[src/hdl/cbyp_pkg.sv]
// ----------------------------------------------------------------------------
// cbyp_pkg
// shared widths, constants, types and helpers of the camera basis block
// ----------------------------------------------------------------------------
`default_nettype none

package cbyp_pkg;

  // field widths
  localparam int ANG_W    = 16;
  localparam int PC_W     = 15;
  localparam int EFF_W    = 17;
  localparam int OUT_W    = 16;
  localparam int MARGIN_W = 14;

  localparam logic [MARGIN_W-1:0] MARGIN_RST  = 14'd819;
  localparam logic [MARGIN_W-1:0] HALF_PI_Q13 = 14'd12868;

  // sine and cosine unit
  localparam int WA_W         = 25;
  localparam int XY_W         = 34;
  localparam int CORDIC_STEPS = 16;
  localparam int CORDIC_LAT   = CORDIC_STEPS + 2;

  localparam logic signed [WA_W-1:0] PI_W      = 25'sd3294199;
  localparam logic signed [WA_W-1:0] TWO_PI_W  = 25'sd6588397;
  localparam logic signed [WA_W-1:0] HALF_PI_W = 25'sd1647099;
  localparam logic signed [XY_W-1:0] GAIN_Q30  = 34'sd652032874;
  localparam logic signed [XY_W-1:0] ROUND_Q16 = 34'sd32768;

  localparam logic signed [WA_W-1:0] ATAN_TAB [CORDIC_STEPS] = '{
    25'sd823550, 25'sd486170, 25'sd256879, 25'sd130396,
    25'sd65451,  25'sd32757,  25'sd16383,  25'sd8192,
    25'sd4096,   25'sd2048,   25'sd1024,   25'sd512,
    25'sd256,    25'sd128,    25'sd64,     25'sd32
  };

  // normaliser
  localparam int VEC_W       = 31;
  localparam int MAG_W       = 30;
  localparam int SQ_W        = 64;
  localparam int LEN_W       = 32;
  localparam int NUM_W       = 45;
  localparam int Q_W         = 15;
  localparam int ISQRT_STEPS = 32;
  localparam int DIV_STEPS   = 15;
  localparam int NORM_LAT    = ISQRT_STEPS + DIV_STEPS + 4;

  // whole back end, from the pop to the result registers
  localparam int PIPE_LAT = CORDIC_LAT + 1 + NORM_LAT + 1 + NORM_LAT;

  localparam int QUEUE_DEPTH = 2;

  localparam logic signed [OUT_W-1:0] ONE_Q14 = 16'sd16384;

  typedef logic signed [VEC_W-1:0] comp_t;
  typedef logic signed [OUT_W-1:0] unit_t;

  // one classified beat, as the front hands it to the back
  typedef struct packed {
    logic signed [ANG_W-1:0] yaw;
    logic signed [PC_W-1:0]  pc;
    logic signed [EFF_W-1:0] eff;
  } item_t;

  typedef struct packed {
    logic full;
    logic empty;
  } q_stat_t;

  function automatic unit_t sat_q14(input logic signed [XY_W-1:0] v);
    unit_t r;
    if (v > XY_W'(ONE_Q14)) begin
      r = ONE_Q14;
    end else if (v < -XY_W'(ONE_Q14)) begin
      r = -ONE_Q14;
    end else begin
      r = v[OUT_W-1:0];
    end
    return r;
  endfunction

endpackage

`default_nettype wire

[src/hdl/cbyp_fifo.sv]
// ----------------------------------------------------------------------------
// cbyp_fifo
// short register queue between the front and the back
// ----------------------------------------------------------------------------
`default_nettype none

module cbyp_fifo #(
  parameter int Depth = cbyp_pkg::QUEUE_DEPTH
) (
  input  wire                  clk_i,
  input  wire                  rst_ni,
  input  wire                  push_i,
  input  cbyp_pkg::item_t      item_i,
  input  wire                  pop_i,
  output cbyp_pkg::item_t      item_o,
  output cbyp_pkg::q_stat_t    stat_o
);

  localparam int PtrW = $clog2(Depth);
  localparam int CntW = $clog2(Depth + 1);

  cbyp_pkg::item_t mem_q [Depth];
  logic [PtrW-1:0] wr_q, wr_d, rd_q, rd_d;
  logic [CntW-1:0] cnt_q, cnt_d;

  always_comb begin
    wr_d  = wr_q;
    rd_d  = rd_q;
    cnt_d = cnt_q;
    if (push_i) begin
      wr_d = (wr_q == PtrW'(Depth - 1)) ? '0 : wr_q + 1'b1;
    end
    if (pop_i) begin
      rd_d = (rd_q == PtrW'(Depth - 1)) ? '0 : rd_q + 1'b1;
    end
    if (push_i && !pop_i) begin
      cnt_d = cnt_q + 1'b1;
    end else if (pop_i && !push_i) begin
      cnt_d = cnt_q - 1'b1;
    end
  end

  always_ff @(posedge clk_i or negedge rst_ni) begin
    if (!rst_ni) begin
      wr_q  <= '0;
      rd_q  <= '0;
      cnt_q <= '0;
    end else begin
      wr_q  <= wr_d;
      rd_q  <= rd_d;
      cnt_q <= cnt_d;
    end
  end

  always_ff @(posedge clk_i) begin
    if (push_i) begin
      mem_q[wr_q] <= item_i;
    end
  end

  assign item_o       = mem_q[rd_q];
  assign stat_o.full  = (cnt_q == CntW'(Depth));
  assign stat_o.empty = (cnt_q == '0);

endmodule

`default_nettype wire

[config.mk]
export PLATFORM = sky130hd
export DESIGN_NAME = cbyp_fifo
export DESIGN_NICKNAME = d
export VERILOG_FILES = /design/src/hdl/cbyp_pkg.sv /design/src/hdl/cbyp_fifo.sv
export SDC_FILE = /design/constraint.sdc
export NUM_CORES = 1
export LEC_CHECK = 0
export ABC_AREA = 0
export BUFFER_PORTS_ARGS = -buffer_cell sky130_fd_sc_hd__buf_2
export CAP_MARGIN = 20
export CORE_MARGIN = 2
export CORE_UTILIZATION = 46
export DETAILED_ROUTE_END_ITERATION = 10
export GPL_TIMING_DRIVEN = 0
export MAX_ROUTING_LAYER = met4
export PLACE_DENSITY = 0.74
export SYNTH_ARGS = -nofsm -noshare
export SYNTH_HDL_FRONTEND = slang
export SYNTH_SLANG_ARGS = --single-unit
[constraint.sdc]
create_clock -name clk_i -period 3.2 [get_ports clk_i]
set_input_delay 0.16 -clock clk_i [delete_from_list [all_inputs] [get_ports clk_i]]
set_output_delay 0.16 -clock clk_i [all_outputs]
set_load 0.01 [all_outputs]
==> metrics.md <==
| Metric | Value |
|---|---|
| Status | complete, no violations |
| FF-to-FF setup slack | about 1.6 ns |
| Worst Path Buf+Inv | 3 |
| Sequential fraction of design power | a little under half |
| Final RePlAce weighted congestion | ~0.67 |
| Slew margin rel. | a little over half |
| Pwr Density | about 760 nW/um^2 |
| CP delay by family, top | buffers and inverters |
| Critical Path Sink Type | primary output |
| Comb power frac | about a third |
| Clock network fraction of total power | 19.7% |
| H-tree depth | 3 |
| Via/cell ratio | roughly 4.7 |
| IO Pins | 102 |
| Port bufs | a little over 100 |
| Largest net degree at the start of global routing | 28 |
| Vias in the first global route | 2157 |
| Initial antenna violation count | 0 |
| Power consumption | between 3 and 4 mW |
| Clock latency on the worst-skew pair | 0.34 ns |
| Crit path launch | rd_q |
| Highest clock rate | slightly below 600 MHz |
| CTS Buf Count | 9 |
| R2R Path End | mem_q[1][29] |
| Drt pass-1 iters | 4 |
| Post-Syn Instances | about 170 |
| CP peak stage delay | approximately 0.41 ns |
| Post-DP HPWL | around 4100 microns |
| Post-synthesis area per instance | approximately 22 sq um |
| Cell-internal power | 2.74 mW |
| Layout cells sized above 1 | about half |
| Max-cap violations | 0 |
| Core Util, Final | about two thirds |
| Hold Crit Class | in2reg |
| Yosys warning total | 0 |
| Setup TNS | 0 ns |
| Period utilization | a little over half |
| Die X | 93.6 microns |
| Crit path capture | item_o[19] |
| CP startpoint kind | flop |
| Final instance area | ~5000 sq um |
| Fin cells | 433 |
| Postcts setup bufs | 0 |
| CTS tree | yes |
| Via count | roughly 2000 |
| Crit Path Class | reg2out |
| DRT iter0 DRCs | 59 |
| Grt ovf | 0 |
| Post-cts resize count | 0 |
| Initial Utilization | roughly 48% |
| Clock period minus worst slack | ~1.7 ns |
| Die height | approximately 94 microns |
| Core Area | between 7000 and 8000 sq um |
| CTS Root Cell | clkbuf_8 |
| Pins Over Slew Limit | 0 |
| Synth unique cells | 14 |
| Area Overhead vs Synth | 36.5% |
| Avg WL per Cell | about 15 microns |
| Synth Net Count | 218 |
| Placed inst area | around 4400 sq um |
| Switch share | 28.5% |
| Mapped cell area | ~3700 sq um |
| Worst EP required | roughly 3.0 ns |
| R2R cell count | 2 |
| Clock Skew | 0.0107 ns |
| Setup slack at placement | roughly 1.6 ns |
| Post-synthesis register bit count | 100 |
| Fin Hold WS | ~0.020 ns |
| Fill cell count | ~550 |
| Max VDD drop | between 0.0004 and 0.0005 V |
| Crit path DAT | roughly 1.6 ns |
| Post-Route WL | between 6000 and 7000 microns |
| GRT Total Usage | 15.7% |
| Routed Antenna Nets | 0 |
| Final setup margin | 1.47 ns |
| RSZ-0062 raised after global routing | no |
| Clock buffer depth | 2 |
| DRC Markers | 0 |
| Layout Nets | 380 |
| Die area | just under 9000 sq um |
| Crit path max-delay cell type | dfrtp_1 |
| LEAKAGE | 1.97 nW |
| Worst path depth | 4 |
| Ant. Diodes | 0 |
| Slew @ Worst Pin | around 0.69 ns |
| Crit-path cells | buf_6, buf_8, mux2_4, buf_2 |
| CTS Hold Bufs | 48 |
| Clk slew on worst S/H paths | about 0.090 ns |
| Register area share after synthesis | between 80% and 90% |
| CTS sink count | 100 |
| Dpl cells | 370 |
| Final setup viols | 0 |
| Worst Path Max Fanout | 10 |
| First-pass GRT wire length | between 9000 and 10000 microns |
| Hold Vio Cnt, Final | 0 |
| Worst r2r src | wr_q |
| Switching Power | roughly 1.1 mW |
| Site Rows | 32 |
registers in the layout (all words and copies together) (netlist names):
signal / cells
cnt_q: 2
mem_q: 96
rd_q: 1
wr_q: 1
layout make-up:
type | count | area (sq um) | share of cell area (%)
Timing Repair Buffer | 151 | 1030 | 20.3
Sequential cell | 100 | 2980 | 59.1
Clock inverter | 6 | 63.8 | 1.26
Tap cell | 102 | 128 | 2.53
Multi-Input combinational cell | 59 | 669 | 13.3
Inverter | 1 | 3.75 | 0.0744
Clock buffer | 9 | 124 | 2.45
Buffer | 5 | 48.8 | 0.967
Yosys cell counts, drive strengths merged:
cell | count | area [sq um]
mux2 | 48 | 578
and2 | 1 | 6.26
ha | 1 | 12.5
nor2 | 2 | 7.51
nor2b | 2 | 12.5
buf | 5 | 48.8
xnor2 | 1 | 8.76
edfxtp | 96 | 2880
dfrtp | 4 | 100
inv | 1 | 3.75
xor2 | 4 | 35.0
metal layers:
layer  track usage, %  vias to the layer above  wire length (microns)
met5                -                        -                      0
met4             5.43                        0                     34
met3             2.98                        3                    302
met2             27.8                       67                   3320
met1             17.9                      997                   2770
li1                 -                      964                      -
worst min-delay path by stage:
| stage | start | endpoint | slack [ns] | depth (start not counted) |
|---|---|---|---|---|
| 3_3_place_gp | rst_ni | cnt_q[1] | -0.03 | 1 |
| 4_1_cts | item_i[13] | mem_q[0][13] | 0.00004 | 1 |
| 5_1_grt | item_i[36] | mem_q[0][36] | 0.0007 | 1 |
| 3_5_place_dp | rst_ni | cnt_q[0] | -0.03 | 1 |
| 6_report | item_i[36] | mem_q[1][36] | 0.02 | 1 |
| 2_1_floorplan | rst_ni | cnt_q[0] | -0.14 | 0 |
layout by cell type (no fill, tap or decap), drive strengths merged:
cell type    netlist  final
clkinvlp           0      1
mux2              48     48
nor2b              2      2
edfxtp            96     96
xor2               4      4
inv                1      2
dlygate4sd3        0     48
clkinv             0      3
dfrtp              4      4
xnor2              1      1
bufinv             0      1
nor2               2      2
ha                 1      1
and2               1      1
buf                5    108
clkbuf             0      9
power by group through the flow:
stage | clock network, mW | registers [mW] | logic [mW]
finish | 0.758 | 1.81 | 1.26
detailed placement | 0 | 1.85 | 1.24
CTS | 0.782 | 1.82 | 1.29
global route | 0.830 | 1.84 | 1.37
global placement | 0 | 1.85 | 1.19
floorplan | 0 | 1.83 | 0.795
worst register-to-register path, cell delays in order, from the launching register on:
cell and delay (ns):
dfrtp_1 0.43, and2_2 0.60, buf_12 0.27
kinds of logic after synthesis:
kind of cell	count (synthesis)	synth area share, %
fa+ha+maj	1	0.338
mux	48	15.6
flops	100	80.7
xor+xnor	5	1.18
simple gates	5	0.711
buf+inv	6	1.42
Power figures use the tool's default switching activity.
