===== src/hdl/cbyp_pkg.sv =====
// ----------------------------------------------------------------------------
// cbyp_pkg
// shared widths, constants, types and helpers of the camera basis block
// ----------------------------------------------------------------------------
`default_nettype none

package cbyp_pkg;

  // field widths
  localparam int ANG_W    = 16;
  localparam int PC_W     = 15;
  localparam int EFF_W    = 17;
  localparam int OUT_W    = 16;
  localparam int MARGIN_W = 14;

  localparam logic [MARGIN_W-1:0] MARGIN_RST  = 14'd819;
  localparam logic [MARGIN_W-1:0] HALF_PI_Q13 = 14'd12868;

  // sine and cosine unit
  localparam int WA_W         = 25;
  localparam int XY_W         = 34;
  localparam int CORDIC_STEPS = 16;
  localparam int CORDIC_LAT   = CORDIC_STEPS + 2;

  localparam logic signed [WA_W-1:0] PI_W      = 25'sd3294199;
  localparam logic signed [WA_W-1:0] TWO_PI_W  = 25'sd6588397;
  localparam logic signed [WA_W-1:0] HALF_PI_W = 25'sd1647099;
  localparam logic signed [XY_W-1:0] GAIN_Q30  = 34'sd652032874;
  localparam logic signed [XY_W-1:0] ROUND_Q16 = 34'sd32768;

  localparam logic signed [WA_W-1:0] ATAN_TAB [CORDIC_STEPS] = '{
    25'sd823550, 25'sd486170, 25'sd256879, 25'sd130396,
    25'sd65451,  25'sd32757,  25'sd16383,  25'sd8192,
    25'sd4096,   25'sd2048,   25'sd1024,   25'sd512,
    25'sd256,    25'sd128,    25'sd64,     25'sd32
  };

  // normaliser
  localparam int VEC_W       = 31;
  localparam int MAG_W       = 30;
  localparam int SQ_W        = 64;
  localparam int LEN_W       = 32;
  localparam int NUM_W       = 45;
  localparam int Q_W         = 15;
  localparam int ISQRT_STEPS = 32;
  localparam int DIV_STEPS   = 15;
  localparam int NORM_LAT    = ISQRT_STEPS + DIV_STEPS + 4;

  // whole back end, from the pop to the result registers
  localparam int PIPE_LAT = CORDIC_LAT + 1 + NORM_LAT + 1 + NORM_LAT;

  localparam int QUEUE_DEPTH = 2;

  localparam logic signed [OUT_W-1:0] ONE_Q14 = 16'sd16384;

  typedef logic signed [VEC_W-1:0] comp_t;
  typedef logic signed [OUT_W-1:0] unit_t;

  // one classified beat, as the front hands it to the back
  typedef struct packed {
    logic signed [ANG_W-1:0] yaw;
    logic signed [PC_W-1:0]  pc;
    logic signed [EFF_W-1:0] eff;
  } item_t;

  typedef struct packed {
    logic full;
    logic empty;
  } q_stat_t;

  function automatic unit_t sat_q14(input logic signed [XY_W-1:0] v);
    unit_t r;
    if (v > XY_W'(ONE_Q14)) begin
      r = ONE_Q14;
    end else if (v < -XY_W'(ONE_Q14)) begin
      r = -ONE_Q14;
    end else begin
      r = v[OUT_W-1:0];
    end
    return r;
  endfunction

endpackage

`default_nettype wire


===== src/hdl/cbyp_front.sv =====
// ----------------------------------------------------------------------------
// cbyp_front
// margin register, pitch clamp and effective pitch, pushes into the queue
// ----------------------------------------------------------------------------
`default_nettype none

module cbyp_front (
  input  wire                                    clk_i,
  input  wire                                    rst_ni,
  input  wire                                    start_i,
  input  wire signed [cbyp_pkg::ANG_W-1:0]       yaw_i,
  input  wire signed [cbyp_pkg::ANG_W-1:0]       pitch_i,
  input  wire signed [cbyp_pkg::ANG_W-1:0]       extra_i,
  input  wire                                    cfg_we_i,
  input  wire        [cbyp_pkg::MARGIN_W-1:0]    cfg_wdata_i,
  input  cbyp_pkg::q_stat_t                      stat_i,
  output logic                                   push_o,
  output cbyp_pkg::item_t                        item_o
);

  logic [cbyp_pkg::MARGIN_W-1:0] margin_q;
  logic [cbyp_pkg::MARGIN_W-1:0] lim;
  logic signed [cbyp_pkg::EFF_W-1:0] lim_s, pitch_s, pc_s;

  always_ff @(posedge clk_i or negedge rst_ni) begin
    if (!rst_ni) begin
      margin_q <= cbyp_pkg::MARGIN_RST;
    end else if (cfg_we_i) begin
      margin_q <= cfg_wdata_i;
    end
  end

  always_comb begin
    // a margin beyond half pi pins the limit at zero
    lim     = (margin_q > cbyp_pkg::HALF_PI_Q13) ? '0 : cbyp_pkg::HALF_PI_Q13 - margin_q;
    lim_s   = $signed({3'b000, lim});
    pitch_s = cbyp_pkg::EFF_W'(pitch_i);
    priority if (pitch_s < -lim_s) begin
      pc_s = -lim_s;
    end else if (pitch_s > lim_s) begin
      pc_s = lim_s;
    end else begin
      pc_s = pitch_s;
    end
  end

  assign push_o      = start_i && !stat_i.full;
  assign item_o.yaw  = yaw_i;
  assign item_o.pc   = pc_s[cbyp_pkg::PC_W-1:0];
  assign item_o.eff  = pc_s + cbyp_pkg::EFF_W'(extra_i);

endmodule

`default_nettype wire


===== config.mk =====
export PLATFORM = sky130hd
export DESIGN_NAME = cbyp_front
export DESIGN_NICKNAME = d
export VERILOG_FILES = /design/src/hdl/cbyp_pkg.sv /design/src/hdl/cbyp_front.sv
export SDC_FILE = /design/constraint.sdc
export NUM_CORES = 1
export LEC_CHECK = 0
export BUFFER_PORTS_ARGS = -buffer_cell sky130_fd_sc_hd__buf_4
export CAP_MARGIN = 20
export CELL_PAD_IN_SITES_DETAIL_PLACEMENT = 2
export CELL_PAD_IN_SITES_GLOBAL_PLACEMENT = 2
export CORE_AREA = 8 8 116 118
export CTS_BUF_LIST = sky130_fd_sc_hd__clkbuf_16
export DETAILED_ROUTE_END_ITERATION = 12
export DIE_AREA = 0 0 124 126
export GPL_ROUTABILITY_DRIVEN = 0
export MAX_ROUTING_LAYER = met4
export PLACE_DENSITY = 0.9
export SETUP_SLACK_MARGIN = 0.4
export SLEW_MARGIN = 20
export SYNTH_ARGS = -nofsm -noshare
export SYNTH_HDL_FRONTEND = slang
export SYNTH_SLANG_ARGS = --single-unit

===== constraint.sdc =====
create_clock -name clk_i -period 10.1 [get_ports clk_i]
set_input_delay 2.02 -clock clk_i [delete_from_list [all_inputs] [get_ports clk_i]]
set_output_delay 2.02 -clock clk_i [all_outputs]
set_load 0.02 [all_outputs]

==> results of run 1 <==
-- cell families (layout without fill, tap and decap cells) --
kind of cell,count (synthesis),after routing
compound gates,132,132
simple gates,126,126
fa+ha+maj,49,49
buf+inv,44,106
xor+xnor,26,26
mux,21,21
flops,14,14
-- path summary, 6_finish.rpt --
path	startpoint	end	slack, ps
max	margin_q[0]	item_o[13]	950
min	margin_q[9]	margin_q[9]	560
max reg2reg	margin_q[3]	margin_q[3]	9140
min reg2reg	margin_q[9]	margin_q[9]	560
max in group asynchronous	rst_ni	margin_q[0]	8240
min in group asynchronous	rst_ni	margin_q[12]	1620
-- per-layer routing --
| layer | up-vias | routed length (um) | track usage |
|---|---|---|---|
| met3 | 23 | 471 | 0.01564 |
| met5 | - | 0 | - |
| met1 | 1628 | 4784 | 0.1662 |
| met4 | 0 | 242 | 0.03852 |
| li1 | 1623 | - | - |
| met2 | 78 | 5991 | 0.2722 |
-- worst max-delay path, delay by kind of cell, from the launching register on --
family          cells  cell delay [ps]
compound gates     13             3390
xor+xnor            2              290
fa+ha+maj           4             1150
buf+inv             3              490
flops               1              600
simple gates        6              970
-- layout make-up --
| type | count | area, sq um |
|---|---|---|
| Clock buffer | 3 | 75.07 |
| Clock inverter | 1 | 3.754 |
| Fill cell | 1404 | 7765 |
| Inverter | 16 | 60.06 |
| Multi-Input combinational cell | 354 | 2620 |
| Sequential cell | 14 | 357.8 |
| Tap cell | 147 | 183.9 |
| Timing Repair Buffer | 86 | 645.6 |
-- power groups by stage --
stage / sequential [W] / combinational [W] / clock, W
floorplan: 0.0000687 / 0.000345 / 0
global placement: 0.0000747 / 0.000490 / 0
detailed placement: 0.0000759 / 0.000520 / 0
CTS: 0.0000752 / 0.000522 / 0.0000757
global route: 0.0000768 / 0.000562 / 0.0000780
finish: 0.0000750 / 0.000516 / 0.0000742
-- metrics by stage --
stage | power (W) | utilization | hold WS [ps]
global placement | 0.0005646 | 0.3297 | 523.1
detailed placement | 0.0005955 | 0.3297 | 566.8
global route | 0.0007168 | 0.3370 | 580.8
floorplan | 0.0004139 | - | 503.2
finish | 0.0006650 | 0.3370 | 564.0
CTS | 0.0006727 | 0.3364 | 567.5
-- synthesized netlist by cell type (7+ instances only) --
master   count
mux2i_1      8
inv_1       16
a21oi_1     26
o21a_1      11
nand3_1      8
xnor2_1     20
buf_4       16
dfrtp_1      8
ha_1        48
a21o_1       7
nand2_1     31
nor2b_1      8
nor2_1      36
nand4_1      7
mux2_2      13
o21ai_0     36
o31ai_1      7
nor3_1       7
==> impl_metrics.tcl, run 1 <==
set metrics [dict create \
    largest_register "margin_q" \
    top_regs "margin_q x14" \
    die_height_um 126 \
    dr.pass1.iters 4 \
    intPower_w 0.0003342 \
    seq_area_frac_synth 0.1118 \
    yosysTopAreaCellShare 0.1876 \
    p_per_area_nw_per_um2 168.5 \
    tritoncts "yes" \
    end_kind "output port" \
    vias 3352 \
    postCtsResizedCells 0 \
    synth_seq_cells 14 \
    place_area_sq_um 3861 \
    ys_types 62 \
    drcViolationCount 0 \
    synth-edff-count 0 \
    final_common_cell "buf_4" \
    clk_pin_slew_ps 50 \
    slew_headroom 0.6640 \
    initial_core_util 0.2733 \
    synth_mux_area_frac 0.07076 \
    status "complete, no violations" \
    dieArea_sq_um 15620 \
    critPathLaunchType "flop" \
    comb_power_share 0.776 \
    rsz0062_at_grt "false" \
    syn_nets 529 \
    dp_cells 617 \
    num_rows 40 \
    drt_wl_total_mm 11.49 \
    syn_area_sq_um 3201 \
    leakagePower_nw 1.763 \
    cpMostUsedCell "ha_1" \
    critical_path_arrival_ps 7130 \
    area_delta_synth_final_pct 23.30 \
    cts_buffers 3 \
    cts_buffer_depth 2 \
    finalWorstSetupSlack_ps 952.1 \
    core_sq_um 11710 \
    wire_per_inst_um 18.50 \
    period_needed_ps 9148 \
    syn_inst 412 \
    io_buffers 83 \
    drv_cap 0 \
    post_route_cells_drive_above_1_share 0.2722 \
    final_cell_mix "buf_4, ha_1, nor2_1, o21ai_0, nand2_1" \
    cts_sinks 14 \
    p_sw_w 0.0003307 \
    hold_depth 2 \
    max-vdd-ir-drop_uv 100.4 \
    synth_simple_gate_area_frac 0.1986 \
    switching_share 0.4974 \
    cts_root_buf "clkbuf_16" \
    largest_reg_flops 14 \
    synth_compound_area_frac 0.2795 \
    vias_per_cell 5.398 \
    synth-warning-count 0 \
    max_freq_ghz 0.1093 \
    slowest_stage "dfstp_2" \
    hold_path_class "reg2reg" \
    grt_antenna_before_repair 0 \
    grt_max_degree 26 \
    hold_violations 0 \
    crit_required_ps 8080 \
    setup_viol 0 \
    async_flop_share 1.000 \
    yosys.area.top_type "ha_1" \
    hpwl_mm 10.12 \
    final_nets 592 \
    synth_top_family_by_area "compound AO/OA/AOI/OAI gates" \
    post-place-ws_ps 1092 \
    clock_latency_ps 240 \
    post_cts_buffers 0 \
    num_io_pins 117 \
    crit_type "reg2out" \
    n_antenna_cell 0 \
    finalCritPeriodShare 0.9057 \
    grt_pass1_vias 3845 \
    grt_pass1_wl_mm 18.98 \
    syn_avg_cell_area_sq_um 7.768 \
    ctsHoldBuffers 0 \
    crit_path_max_incr_delay_ps 600 \
    grt_usage 0.1488 \
    dominantRegCellSynth "dfrtp_1" \
    fin_area_sq_um 3946 \
    stdcell_count 621 \
    pwr-share-seq 0.113 \
    die_x_um 124 \
    clockPowerShare 0.112 \
    slew_violations 0 \
    drt_iter0_markers 68 \
    htree_levels 1 \
    clock_skew_ps 0 \
    gr-total-overflow 0 \
    crit_fanout 25 \
    worst_slew_pin_slew_ps 500.2 \
    synth.area.top_cells "ha_1, dfrtp_1, o21ai_0" \
    synthAdderAreaFrac 0.1939 \
    final.setup.tns_ps 0 \
    synth-xor-area-share 0.07115 \
    r2r_cells 1 \
    ant_nets 0 \
]
No activity file was read; power rests on OpenSTA's default activity.
==> run 2: changes to the inputs <==
==> constraint.sdc (replaced) <==
create_clock -name clk_i -period 10.1 [get_ports clk_i]
set_input_delay 1.01 -clock clk_i [delete_from_list [all_inputs] [get_ports clk_i]]
set_output_delay 1.01 -clock clk_i [all_outputs]
set_load 0.02 [all_outputs]
==> impl_metrics.tcl, run 2 (same netlist as run 1, synthesis figures left out) <==
set metrics [dict create \
    min_to "margin_q[9]" \
    min-delay-start "margin_q[9]" \
    power.total_w 0.0006666 \
    gr-total-overflow 0 \
    crit_fanout 25 \
    num-fill-cells 1362 \
    crit_required_ps 9090 \
    cts_buffer_depth 2 \
    hold_depth 2 \
    crit_type "reg2out" \
    cpMostUsedCell "ha_1" \
    crit_path_max_incr_delay_ps 600 \
    ctsHoldBuffers 0 \
    tritoncts "yes" \
    vias_per_cell 5.326 \
    io_buffers 83 \
    grt_pass1_wl_mm 18.96 \
    drv_cap 0 \
    die_x_um 124 \
    slowest_stage "dfstp_2" \
    slew_violations 0 \
    r2r_slack_ps 9120 \
    multiInputGateArea_sq_um 2614 \
    setup_viol 0 \
    final_nets 591 \
    max_freq_ghz 0.1214 \
    drcViolationCount 0 \
    leakagePower_nw 1.758 \
    clock_latency_ps 240 \
    num_rows 40 \
    vias 3302 \
    ant_nets 0 \
    critical_path_arrival_ps 7230 \
    rsz0062_at_grt "false" \
    clock_skew_ps 0 \
    slew_headroom 0.6382 \
    clk_pin_slew_ps 50 \
    crit_family "compound AO/OA/AOI/OAI gates" \
    initial_core_util 0.2733 \
    end_kind "output port" \
    largest_reg_flops 14 \
    register_area_sq_um 357.8 \
    htree_levels 1 \
    hold_violations 0 \
    cts_buffers 3 \
    critPathLaunchType "flop" \
    max-vdd-ir-drop_uv 112.0 \
    core_sq_um 11710 \
    dr.pass1.iters 4 \
    period_needed_ps 8238 \
    final_cell_mix "buf_4, ha_1, nor2_1, o21ai_0, nand2_1" \
    hpwl_mm 10.16 \
    postCtsResizedCells 0 \
    worst_slew_pin_slew_ps 537.7 \
    r2r_end "margin_q[3]" \
    finalCritPeriodShare 0.8156 \
    post_cts_buffers 0 \
    drt_wl_total_mm 11.72 \
    status "complete, no violations" \
    area_delta_synth_final_pct 22.87 \
    final.setup.tns_ps 0 \
    grt_pass1_vias 3828 \
    cts_root_buf "clkbuf_16" \
    post_route_cells_drive_above_1_share 0.2685 \
    grt_usage 0.1508 \
    cp.buffers_inverters 3 \
    top_regs "margin_q x14" \
    largest_register "margin_q" \
    cts_sinks 14 \
    die_height_um 126 \
    n_antenna_cell 0 \
    r2r-start "margin_q[3]" \
    drt_iter0_markers 100 \
    hold_path_class "reg2reg" \
    grt_antenna_before_repair 0 \
    num_io_pins 117 \
    r2r_cells 1 \
    wire_per_inst_um 18.91 \
    crit_cells 28 \
    grt_max_degree 26 \
    p_per_area_nw_per_um2 169.5 \
    dieArea_sq_um 15620 \
    final_common_cell "buf_4" \
]
run 2: worst max-delay path by stage:
stage | from | endpoint | slack (ps)
floorplan | margin_q[0] | item_o[16] | 2780
global placement | margin_q[0] | item_o[16] | 2340
detailed placement | margin_q[0] | item_o[16] | 2030
CTS | margin_q[0] | item_o[16] | 1750
global route | margin_q[0] | item_o[16] | 1280
finish | margin_q[0] | item_o[13] | 1860
run 2: metrics by stage:
stage               cells  area (sq um)    util  worst slack [ps]  hold slack [ps]
floorplan             412          3201       -              2779            503.2
global route          620          3933  0.3358              1283            573.2
CTS                   620          3933  0.3358              1748            563.4
detailed placement    616          3854  0.3291              2030            556.4
global placement      616          3854  0.3291              2343            522.9
finish                620          3933  0.3358              1862            559.4
run 2: where the power goes:
part / switching [W] / total [W] / leakage [nW] / internal, W
Sequential: 0.0000121 / 0.0000757 / 0.157 / 0.0000636
Clock: 0.0000232 / 0.0000755 / 0.0385 / 0.0000524
Combinational: 0.000297 / 0.000515 / 1.56 / 0.000218
Total: 0.000332 / 0.000667 / 1.76 / 0.000334
run 2: layout make-up:
class | instances | share of cell area
sequential | 14 | 0.09100
inverter | 16 | 0.01527
timing repair buffer | 85 | 0.1623
clock inverter | 1 | 0.0009545
multi-input combinational | 354 | 0.6647
clock buffer | 3 | 0.01909
tap | 147 | 0.04677
run 2: worst min-delay path, stage by stage (launching register included):
cell and delay [ps]:
dfstp_2 360, inv_1 90, o21ai_0 90
run 2: routing by layer:
| layer | wire length, um | vias to the layer above | track usage | part of all wire |
|---|---|---|---|---|
| met5 | 0 | - | - | 0 |
| met4 | 219 | 0 | 0.04202 | 0.019 |
| met3 | 548 | 20 | 0.01877 | 0.047 |
| met2 | 6185 | 91 | 0.2760 | 0.53 |
| met1 | 4767 | 1569 | 0.1653 | 0.41 |
| li1 | - | 1622 | - | - |
